**config.mk**
```make
export PLATFORM = sky130hd
export DESIGN_NAME = command_stream_packet_framer_unit
export DESIGN_NICKNAME = d
export VERILOG_FILES = /design/src/rtl/core/cspf_pkg.sv /design/src/rtl/core/command_stream_packet_framer_unit.sv
export SDC_FILE = /design/constraint.sdc
export NUM_CORES = 1
export LEC_CHECK = 0
export BUFFER_PORTS_ARGS = -buffer_cell sky130_fd_sc_hd__buf_2
export CAP_MARGIN = 15
export CORE_UTILIZATION = 45
export DETAILED_ROUTE_END_ITERATION = 8
export PLACE_DENSITY = 0.66
export SYNTH_ARGS = -nofsm -noshare
export SYNTH_HDL_FRONTEND = slang
export SYNTH_SLANG_ARGS = --single-unit
```
**constraint.sdc**
```tcl
create_clock -name clk -period 6.15 [get_ports clk]
set_input_delay 0 -clock clk [delete_from_list [all_inputs] [get_ports clk]]
set_output_delay 0 -clock clk [all_outputs]
set_load 0.01 [all_outputs]
```
**src/rtl/core/cspf_pkg.sv**
```systemverilog
// cspf_pkg: types, codes, constants and helper functions of the command stream packet framer
// depends on nothing; imported by command_stream_packet_framer_unit
`timescale 1ns / 1ps

package cspf_pkg;

    localparam int unsigned MAX_RESULTS = 7;
    localparam int unsigned CNT_W = $clog2(MAX_RESULTS + 1);

    localparam logic [7:0] START_BYTE     = 8'hD5;
    localparam logic [7:0] CRC_POLY       = 8'h8C;
    localparam logic [7:0] TOOL_CMD       = 8'd136;
    localparam logic [7:0] FIRST_CMD      = 8'd129;
    localparam logic [7:0] LAST_CMD       = 8'd144;
    localparam logic [7:0] MAX_TOOL_COUNT = 8'd251;
    localparam logic [7:0] TOOL_HDR_BYTES = 8'd3;

    // body lengths of commands 129..144, tool-action entry unused
    localparam logic [7:0] BODY_LEN [16] = '{
        8'd16, 8'd12, 8'd7, 8'd7, 8'd4, 8'd1, 8'd5, 8'd0,
        8'd1,  8'd2,  8'd24, 8'd20, 8'd5, 8'd25, 8'd1, 8'd1
    };

    typedef enum logic [1:0] {
        PH_IDLE   = 2'd0,
        PH_HEADER = 2'd1,
        PH_BODY   = 2'd2,
        PH_HALT   = 2'd3
    } phase_t;

    typedef enum logic [1:0] {
        ERR_NONE      = 2'd0,
        ERR_UNKNOWN   = 2'd1,
        ERR_TRUNCATED = 2'd2,
        ERR_TOO_LONG  = 2'd3
    } err_t;

    typedef struct packed {
        logic [7:0] in_byte;
        logic       end_of_file;
    } in_item_t;

    typedef struct packed {
        logic [7:0] out_byte;
        logic       end_of_packet;
        err_t       error_code;
    } out_item_t;

    // one byte through the reflected crc-8, lsb first
    function automatic logic [7:0] crc8_step(input logic [7:0] crc, input logic [7:0] b);
        logic [7:0] c;
        c = crc ^ b;
        for (int i = 0; i < 8; i++)
        begin
            c = c[0] ? ((c >> 1) ^ CRC_POLY) : (c >> 1);
        end
        return c;
    endfunction

    function automatic logic [7:0] body_len(input logic [7:0] cmd);
        logic [7:0] off;
        off = cmd - FIRST_CMD;
        return BODY_LEN[off[3:0]];
    endfunction

endpackage

```
**src/rtl/core/command_stream_packet_framer_unit.sv**
```systemverilog
// command_stream_packet_framer_unit: top level, rebuilds framed packets from a command byte stream
// depends on cspf_pkg (types, codes, crc and length helpers)
`timescale 1ns / 1ps

// Takes the command stream one byte per item on the cmd channel and sends the framed
// packet one byte per item on the pkt channel: start byte 0xd5, length byte (command plus
// body), the command byte, the body, then a crc-8 (reflected poly 0x8c, initial value 0)
// over the command byte and body. Body lengths of commands 129..144 come from a fixed
// table; command 136 (tool action) first takes three header bytes, and its body is the
// third header byte plus three. An unknown command, end of file inside a packet, or a
// tool-action count above 251 gives one error item (byte 0, end_of_packet set, error
// code) and the block then ignores every input until reset. Each accepted item is
// decoded in the cycle it is taken and its results (none up to seven) are loaded into
// a seven-entry output shift buffer; they appear from the next cycle on. The buffer
// drains one item per cycle while pkt_ready is high, and under that condition body bytes
// pass at one per cycle; a fixed command yields three results, a full tool-action
// header burst six or seven. The next input item is taken in the same cycle the last
// buffered result leaves, or at once when the buffer is empty.
// There is no configuration and no clearing pass after reset.
module command_stream_packet_framer_unit
    import cspf_pkg::*;
(
    input  logic      clk,
    input  logic      rst_n,
    input  logic      cmd_valid,
    output logic      cmd_ready,
    input  in_item_t  cmd,
    output logic      pkt_valid,
    input  logic      pkt_ready,
    output out_item_t pkt
);

    // framing state
    phase_t       phase_reg, phase_next;
    logic [7:0]   bytes_left_reg, bytes_left_next;
    logic [7:0]   crc_reg, crc_next;
    logic [7:0]   held_cmd_reg, held_cmd_next;
    logic [1:0]   hdr_cnt_reg, hdr_cnt_next;
    logic [7:0]   held_hdr_reg [2];
    logic         hdr_wr;

    // output shift buffer, head item at entry 0
    out_item_t        buf_reg [MAX_RESULTS];
    out_item_t        buf_next [MAX_RESULTS];
    logic [CNT_W-1:0] cnt_reg, cnt_next;

    // results of the item being accepted
    out_item_t        ld [MAX_RESULTS];
    logic [CNT_W-1:0] ld_cnt;

    logic       cmd_fire;
    logic       pkt_fire;
    logic [7:0] b;
    logic       eof;
    logic [7:0] crc_first;
    logic [7:0] crc_upd;
    logic [7:0] left_dec;

    assign b         = cmd.in_byte;
    assign eof       = cmd.end_of_file;
    assign pkt_valid = (cnt_reg != '0);
    assign pkt       = buf_reg[0];
    assign pkt_fire  = pkt_valid && pkt_ready;
    // take a new item once the buffer is empty or its last item leaves now
    assign cmd_ready = (cnt_reg == '0) || ((cnt_reg == CNT_W'(1)) && pkt_ready);
    assign cmd_fire  = cmd_valid && cmd_ready;

    assign crc_first = crc8_step(8'd0, b);
    assign crc_upd   = crc8_step(crc_reg, b);
    assign left_dec  = (bytes_left_reg != 8'd0) ? (bytes_left_reg - 8'd1) : 8'd0;

    // decode of one accepted item: next state and its result items
    always_comb
    begin
        phase_next      = phase_reg;
        bytes_left_next = bytes_left_reg;
        crc_next        = crc_reg;
        held_cmd_next   = held_cmd_reg;
        hdr_cnt_next    = hdr_cnt_reg;
        hdr_wr          = 1'b0;
        ld_cnt          = '0;
        for (int i = 0; i < MAX_RESULTS; i++)
        begin
            ld[i] = '{out_byte: 8'd0, end_of_packet: 1'b0, error_code: ERR_NONE};
        end

        if (cmd_fire)
        begin
            case (phase_reg)
                PH_IDLE:
                begin
                    if (eof)
                    begin
                        // end of file between packets: nothing to do
                        phase_next = PH_IDLE;
                    end
                    else if ((b < FIRST_CMD) || (b > LAST_CMD))
                    begin
                        ld[0]      = '{out_byte: 8'd0, end_of_packet: 1'b1,
                                       error_code: ERR_UNKNOWN};
                        ld_cnt     = CNT_W'(1);
                        phase_next = PH_HALT;
                    end
                    else
                    begin
                        held_cmd_next = b;
                        crc_next      = crc_first;
                        if (b == TOOL_CMD)
                        begin
                            hdr_cnt_next = 2'd0;
                            phase_next   = PH_HEADER;
                        end
                        else
                        begin
                            bytes_left_next = body_len(b);
                            ld[0].out_byte  = START_BYTE;
                            ld[1].out_byte  = body_len(b) + 8'd1;
                            ld[2].out_byte  = b;
                            ld_cnt          = CNT_W'(3);
                            phase_next      = PH_BODY;
                        end
                    end
                end
                PH_HEADER:
                begin
                    if (eof)
                    begin
                        ld[0]      = '{out_byte: 8'd0, end_of_packet: 1'b1,
                                       error_code: ERR_TRUNCATED};
                        ld_cnt     = CNT_W'(1);
                        phase_next = PH_HALT;
                    end
                    else if (hdr_cnt_reg < 2'd2)
                    begin
                        hdr_wr       = 1'b1;
                        crc_next     = crc_upd;
                        hdr_cnt_next = hdr_cnt_reg + 2'd1;
                    end
                    else if (b > MAX_TOOL_COUNT)
                    begin
                        ld[0]      = '{out_byte: 8'd0, end_of_packet: 1'b1,
                                       error_code: ERR_TOO_LONG};
                        ld_cnt     = CNT_W'(1);
                        phase_next = PH_HALT;
                    end
                    else
                    begin
                        // third header byte: whole header burst goes out at once
                        crc_next        = crc_upd;
                        hdr_cnt_next    = 2'd0;
                        bytes_left_next = b;
                        ld[0].out_byte  = START_BYTE;
                        ld[1].out_byte  = b + TOOL_HDR_BYTES + 8'd1;
                        ld[2].out_byte  = held_cmd_reg;
                        ld[3].out_byte  = held_hdr_reg[0];
                        ld[4].out_byte  = held_hdr_reg[1];
                        ld[5].out_byte  = b;
                        if (b == 8'd0)
                        begin
                            ld[6].out_byte      = crc_upd;
                            ld[6].end_of_packet = 1'b1;
                            ld_cnt              = CNT_W'(7);
                            phase_next          = PH_IDLE;
                        end
                        else
                        begin
                            ld_cnt     = CNT_W'(6);
                            phase_next = PH_BODY;
                        end
                    end
                end
                PH_BODY:
                begin
                    if (eof)
                    begin
                        ld[0]      = '{out_byte: 8'd0, end_of_packet: 1'b1,
                                       error_code: ERR_TRUNCATED};
                        ld_cnt     = CNT_W'(1);
                        phase_next = PH_HALT;
                    end
                    else
                    begin
                        crc_next        = crc_upd;
                        bytes_left_next = left_dec;
                        ld[0].out_byte  = b;
                        if (left_dec == 8'd0)
                        begin
                            ld[1].out_byte      = crc_upd;
                            ld[1].end_of_packet = 1'b1;
                            ld_cnt              = CNT_W'(2);
                            phase_next          = PH_IDLE;
                        end
                        else
                        begin
                            ld_cnt = CNT_W'(1);
                        end
                    end
                end
                PH_HALT:
                begin
                    // halted until reset, input items are dropped
                    phase_next = PH_HALT;
                end
                default:
                begin
                    phase_next = PH_HALT;
                end
            endcase
        end
    end

    // buffer shift on a pop, reload on an accept (buffer is then empty or emptying)
    always_comb
    begin
        for (int i = 0; i < MAX_RESULTS; i++)
        begin
            buf_next[i] = buf_reg[i];
        end
        cnt_next = cnt_reg;
        if (pkt_fire)
        begin
            for (int i = 0; i < MAX_RESULTS - 1; i++)
            begin
                buf_next[i] = buf_reg[i + 1];
            end
            cnt_next = cnt_reg - CNT_W'(1);
        end
        if (cmd_fire)
        begin
            for (int i = 0; i < MAX_RESULTS; i++)
            begin
                buf_next[i] = ld[i];
            end
            cnt_next = ld_cnt;
        end
    end

    always_ff @(posedge clk or negedge rst_n)
    begin
        if (!rst_n)
        begin
            phase_reg      <= PH_IDLE;
            bytes_left_reg <= 8'd0;
            crc_reg        <= 8'd0;
            held_cmd_reg   <= 8'd0;
            hdr_cnt_reg    <= 2'd0;
            cnt_reg        <= '0;
        end
        else
        begin
            phase_reg      <= phase_next;
            bytes_left_reg <= bytes_left_next;
            crc_reg        <= crc_next;
            held_cmd_reg   <= held_cmd_next;
            hdr_cnt_reg    <= hdr_cnt_next;
            cnt_reg        <= cnt_next;
        end
    end

    // payload storage, no reset needed
    always_ff @(posedge clk)
    begin
        if (hdr_wr)
        begin
            held_hdr_reg[hdr_cnt_reg[0]] <= b;
        end
        for (int i = 0; i < MAX_RESULTS; i++)
        begin
            buf_reg[i] <= buf_next[i];
        end
    end

    // halted stays halted until reset
    a_halt_sticky: assert property (@(posedge clk) disable iff (!rst_n)
        phase_reg == PH_HALT |=> phase_reg == PH_HALT)
        else $error("framer left the halted state without reset");

    // an error item carries a zero byte and closes the packet
    a_err_item: assert property (@(posedge clk) disable iff (!rst_n)
        (pkt_valid && (pkt.error_code != ERR_NONE))
            |-> (pkt.end_of_packet && (pkt.out_byte == 8'd0)))
        else $error("malformed error item");

    // an error item only waits while the framer is halted
    a_err_halted: assert property (@(posedge clk) disable iff (!rst_n)
        (pkt_valid && (pkt.error_code != ERR_NONE)) |-> (phase_reg == PH_HALT))
        else $error("error item pending outside the halted state");

    // header count is cleared in the idle and body phases
    a_hdr_cnt: assert property (@(posedge clk) disable iff (!rst_n)
        ((phase_reg == PH_IDLE) || (phase_reg == PH_BODY)) |-> (hdr_cnt_reg == 2'd0))
        else $error("stale header count");

endmodule
```
==> metrics <==
Largest register FFs=65; die height=119 um; number of global-route vias before repair=approximately 4,500; largest net degree at the start of global routing=50; Critical Path Sink Type=flop; post_cts resized=0; share of layout cells above drive strength 1=a little under an eighth; largest cells by area after synthesis=edfxtp_1 37%, dfrtp_1 13%, a22o_1 4.2%; slew margin rel.=between 40% and 50%; synthesized area=6200 um^2; initial antenna violation count=0; Leak=2.61 nW; later-pin clock latency in the skew report=360 ps; num ports=26; synthesized area per cell=10.8 um^2; P per Cell Area=487 nW/um^2; routed wire length=approximately 15,000 um; Seq/Total Area, Yosys=approximately half; Tmin final=around 3200 ps; Async SR Flop Fraction=27.7%; CTS Buf Count=9; Routed Antenna Nets=0; maxcap violations=0; min-delay worst type=input pin to flop; Synth Warn #=0; number of synthesized flops with an enable pin=77; Clock Path Buffers=2; area leader, netlist=edfxtp_1; input/output buffers=25; FMAX=314 MHz; Total GRT Usage=roughly 22%; Synth cell types=72; VDD IR-drop max=0.000411 V; 1st-pass router iterations=5; net count after synthesis=roughly 600; # diodes=0; initial core utilization=46.4%; clk slew on worst S/H paths=80 ps; drt drc=0; Final TNS setup=0 ps; Row Count=42; routability congestion estimate=slightly above 0.9; H-Tree Depth=3; Final nets=617; total grt overflow=0; Syn Inst Count=around 570; die width=119 um; DR vias/cell=6.01; Critical Path RT=6450 ps; final period utilization=around 52%; final hold violations=0; share of the synthesized area in the top cell type=a little under two fifths; hpwl dp=10,400 um; CTS tree=done; Setup Skew=6.74 ps; RSZ-0062 raised after global routing=no; Worst Max-Slew Pin Slew=796 ps; Most used DFF post-synth=edfxtp_1; clock root cell=clkbuf_16; max-slew violation count=0; status=completed; CP Data Arrival Time=3480 ps; Area Growth Syn to Fin=9.30%; Final setup viols=0; crit path max fanout=23; WL/cell=19.5 um; CP startpoint kind=flop; die area=14,300 um^2; first-pass GRT wire length=24,200 um; # clock sinks=112; initial drt markers=between 300 and 400; Setup CP Type=flop to flop; Hold Slack=~53 ps; Core Area=13,300 um^2; vias=4,605; Synth Register Bits=about 110
-- final cells by class --
type	count	area, um^2
fillers	1194	6570
flip-flops and latches	112	3170
multi-input cells	407	2800
clock buffers	10	229
well taps	176	220
repair buffers	32	183
clock inverters	6	86.3
inverters	23	86.3
-- placed cells by master, fill, tap and decap left out, types with 4 or more instances in the layout --
cell and instances:
a22oi_1 10, o22ai_1 5, nand2_1 66, and3_1 9, nor2_1 25, a21oi_1 25, xnor2_1 29, ha_1 19
edfxtp_1 77, mux2_2 6, or3_1 5, o221ai_1 5, o31ai_1 5, nand3_1 14, dfxtp_1 4, o21ai_0 43
xor2_1 12, and2_1 5, a22o_1 30, inv_1 23, o211ai_1 6, buf_2 25, clkbuf_16 9, dfrtp_1 31
nor3_1 10, o21a_1 4, nor2b_1 4, buf_4 5, nand2b_1 9
-- synthesized netlist by cell type (4+ instances only) --
cell / count
mux2_2: 6
dfxtp_1: 4
o31ai_1: 5
nand2b_1: 9
o21a_1: 4
buf_2: 7
ha_1: 19
nor3_1: 10
o21ai_0: 43
xor2_1: 12
edfxtp_1: 77
nand3_1: 14
nor2_1: 25
and2_1: 5
nor2b_1: 4
a22oi_1: 10
xnor2_1: 29
and3_1: 9
inv_1: 23
a22o_1: 30
dfrtp_1: 31
o22ai_1: 5
or3_1: 5
clkbuf_1: 22
o221ai_1: 5
o211ai_1: 6
nand2_1: 67
a21oi_1: 25
-- power by group --
| group | switching [mW] | leakage, nW | internal, mW |
|---|---|---|---|
| Combinational | 0.901 | 1.26 | 0.531 |
| Sequential | 0.130 | 1.20 | 1.12 |
| Clock | 0.286 | 0.154 | 0.328 |
| Total | 1.32 | 2.61 | 1.98 |
-- critical path, stage by stage (launching register included) --
cell     delay, ps
dfrtp_1        420
inv_1          100
ha_1           220
a21oi_1        100
nor2_2         130
nand2_1        130
inv_1          600
o21ai_1        400
or4b_1         650
or3_1          330
nand2_1         60
-- layer usage --
layer	GRT usage [%]	vias up	part of all wire [%]
li1	-	2148	-
met1	28.8	2290	45
met2	37.1	147	48
met3	6.03	20	5.5
met4	5.39	0	1.8
met5	0	-	0
-- worst paths after layout --
check	start	end	slack (ps)	depth (start not counted)
min reg2reg	buf_reg[2][2]$_SDFFE_PP0P_	buf_reg[2][2]$_SDFFE_PP0P_	460	2
max in group asynchronous	rst_n	crc_reg[7]$_DFFE_PN0P_	5370	2
max	cnt_reg[0]$_DFFE_PN0P_	hdr_cnt_reg[0]$_DFFE_PN0P_	2970	10
min in group asynchronous	rst_n	bytes_left_reg[4]$_DFFE_PN0P_	260	2
min	cmd[6]	held_hdr_reg[0][5]$_DFFE_PP_	50	1
max reg2reg	cnt_reg[0]$_DFFE_PN0P_	hdr_cnt_reg[0]$_DFFE_PN0P_	2970	10
-- logic make-up after synthesis --
| logic type | count (synthesis) | synth area share, % |
|---|---|---|
| AO/OA/AOI/OAI | 163 | 18.1 |
| XOR/XNOR | 46 | 7.71 |
| adder cells (fa/ha/maj) | 19 | 3.83 |
| buffers and inverters | 55 | 3.71 |
| flip-flops | 112 | 51.1 |
| multiplexers | 9 | 1.57 |
| AND/OR/NAND/NOR | 170 | 13.9 |
-- metrics by stage --
stage | total power, mW | setup slack [ps] | cell area, um^2 | utilization (%) | instances
2_1_floorplan | 2.28 | 3380 | 6200 | - | 574
3_3_place_gp | 2.66 | 3160 | 6430 | 48.2 | 747
3_5_place_dp | 2.69 | 2970 | 6430 | 48.2 | 747
4_1_cts | 3.31 | 2960 | 6770 | 50.7 | 765
5_1_grt | 3.51 | 2670 | 6780 | 50.8 | 766
6_report | 3.30 | 2970 | 6780 | 50.8 | 766
-- timing repair --
action                                 4_1_cts  5_1_grt
buffers inserted                             0        0
endpoints found under the hold margin       34        0
hold buffers                                 2        0
Note: power is estimated with default switching activity, not from simulation.
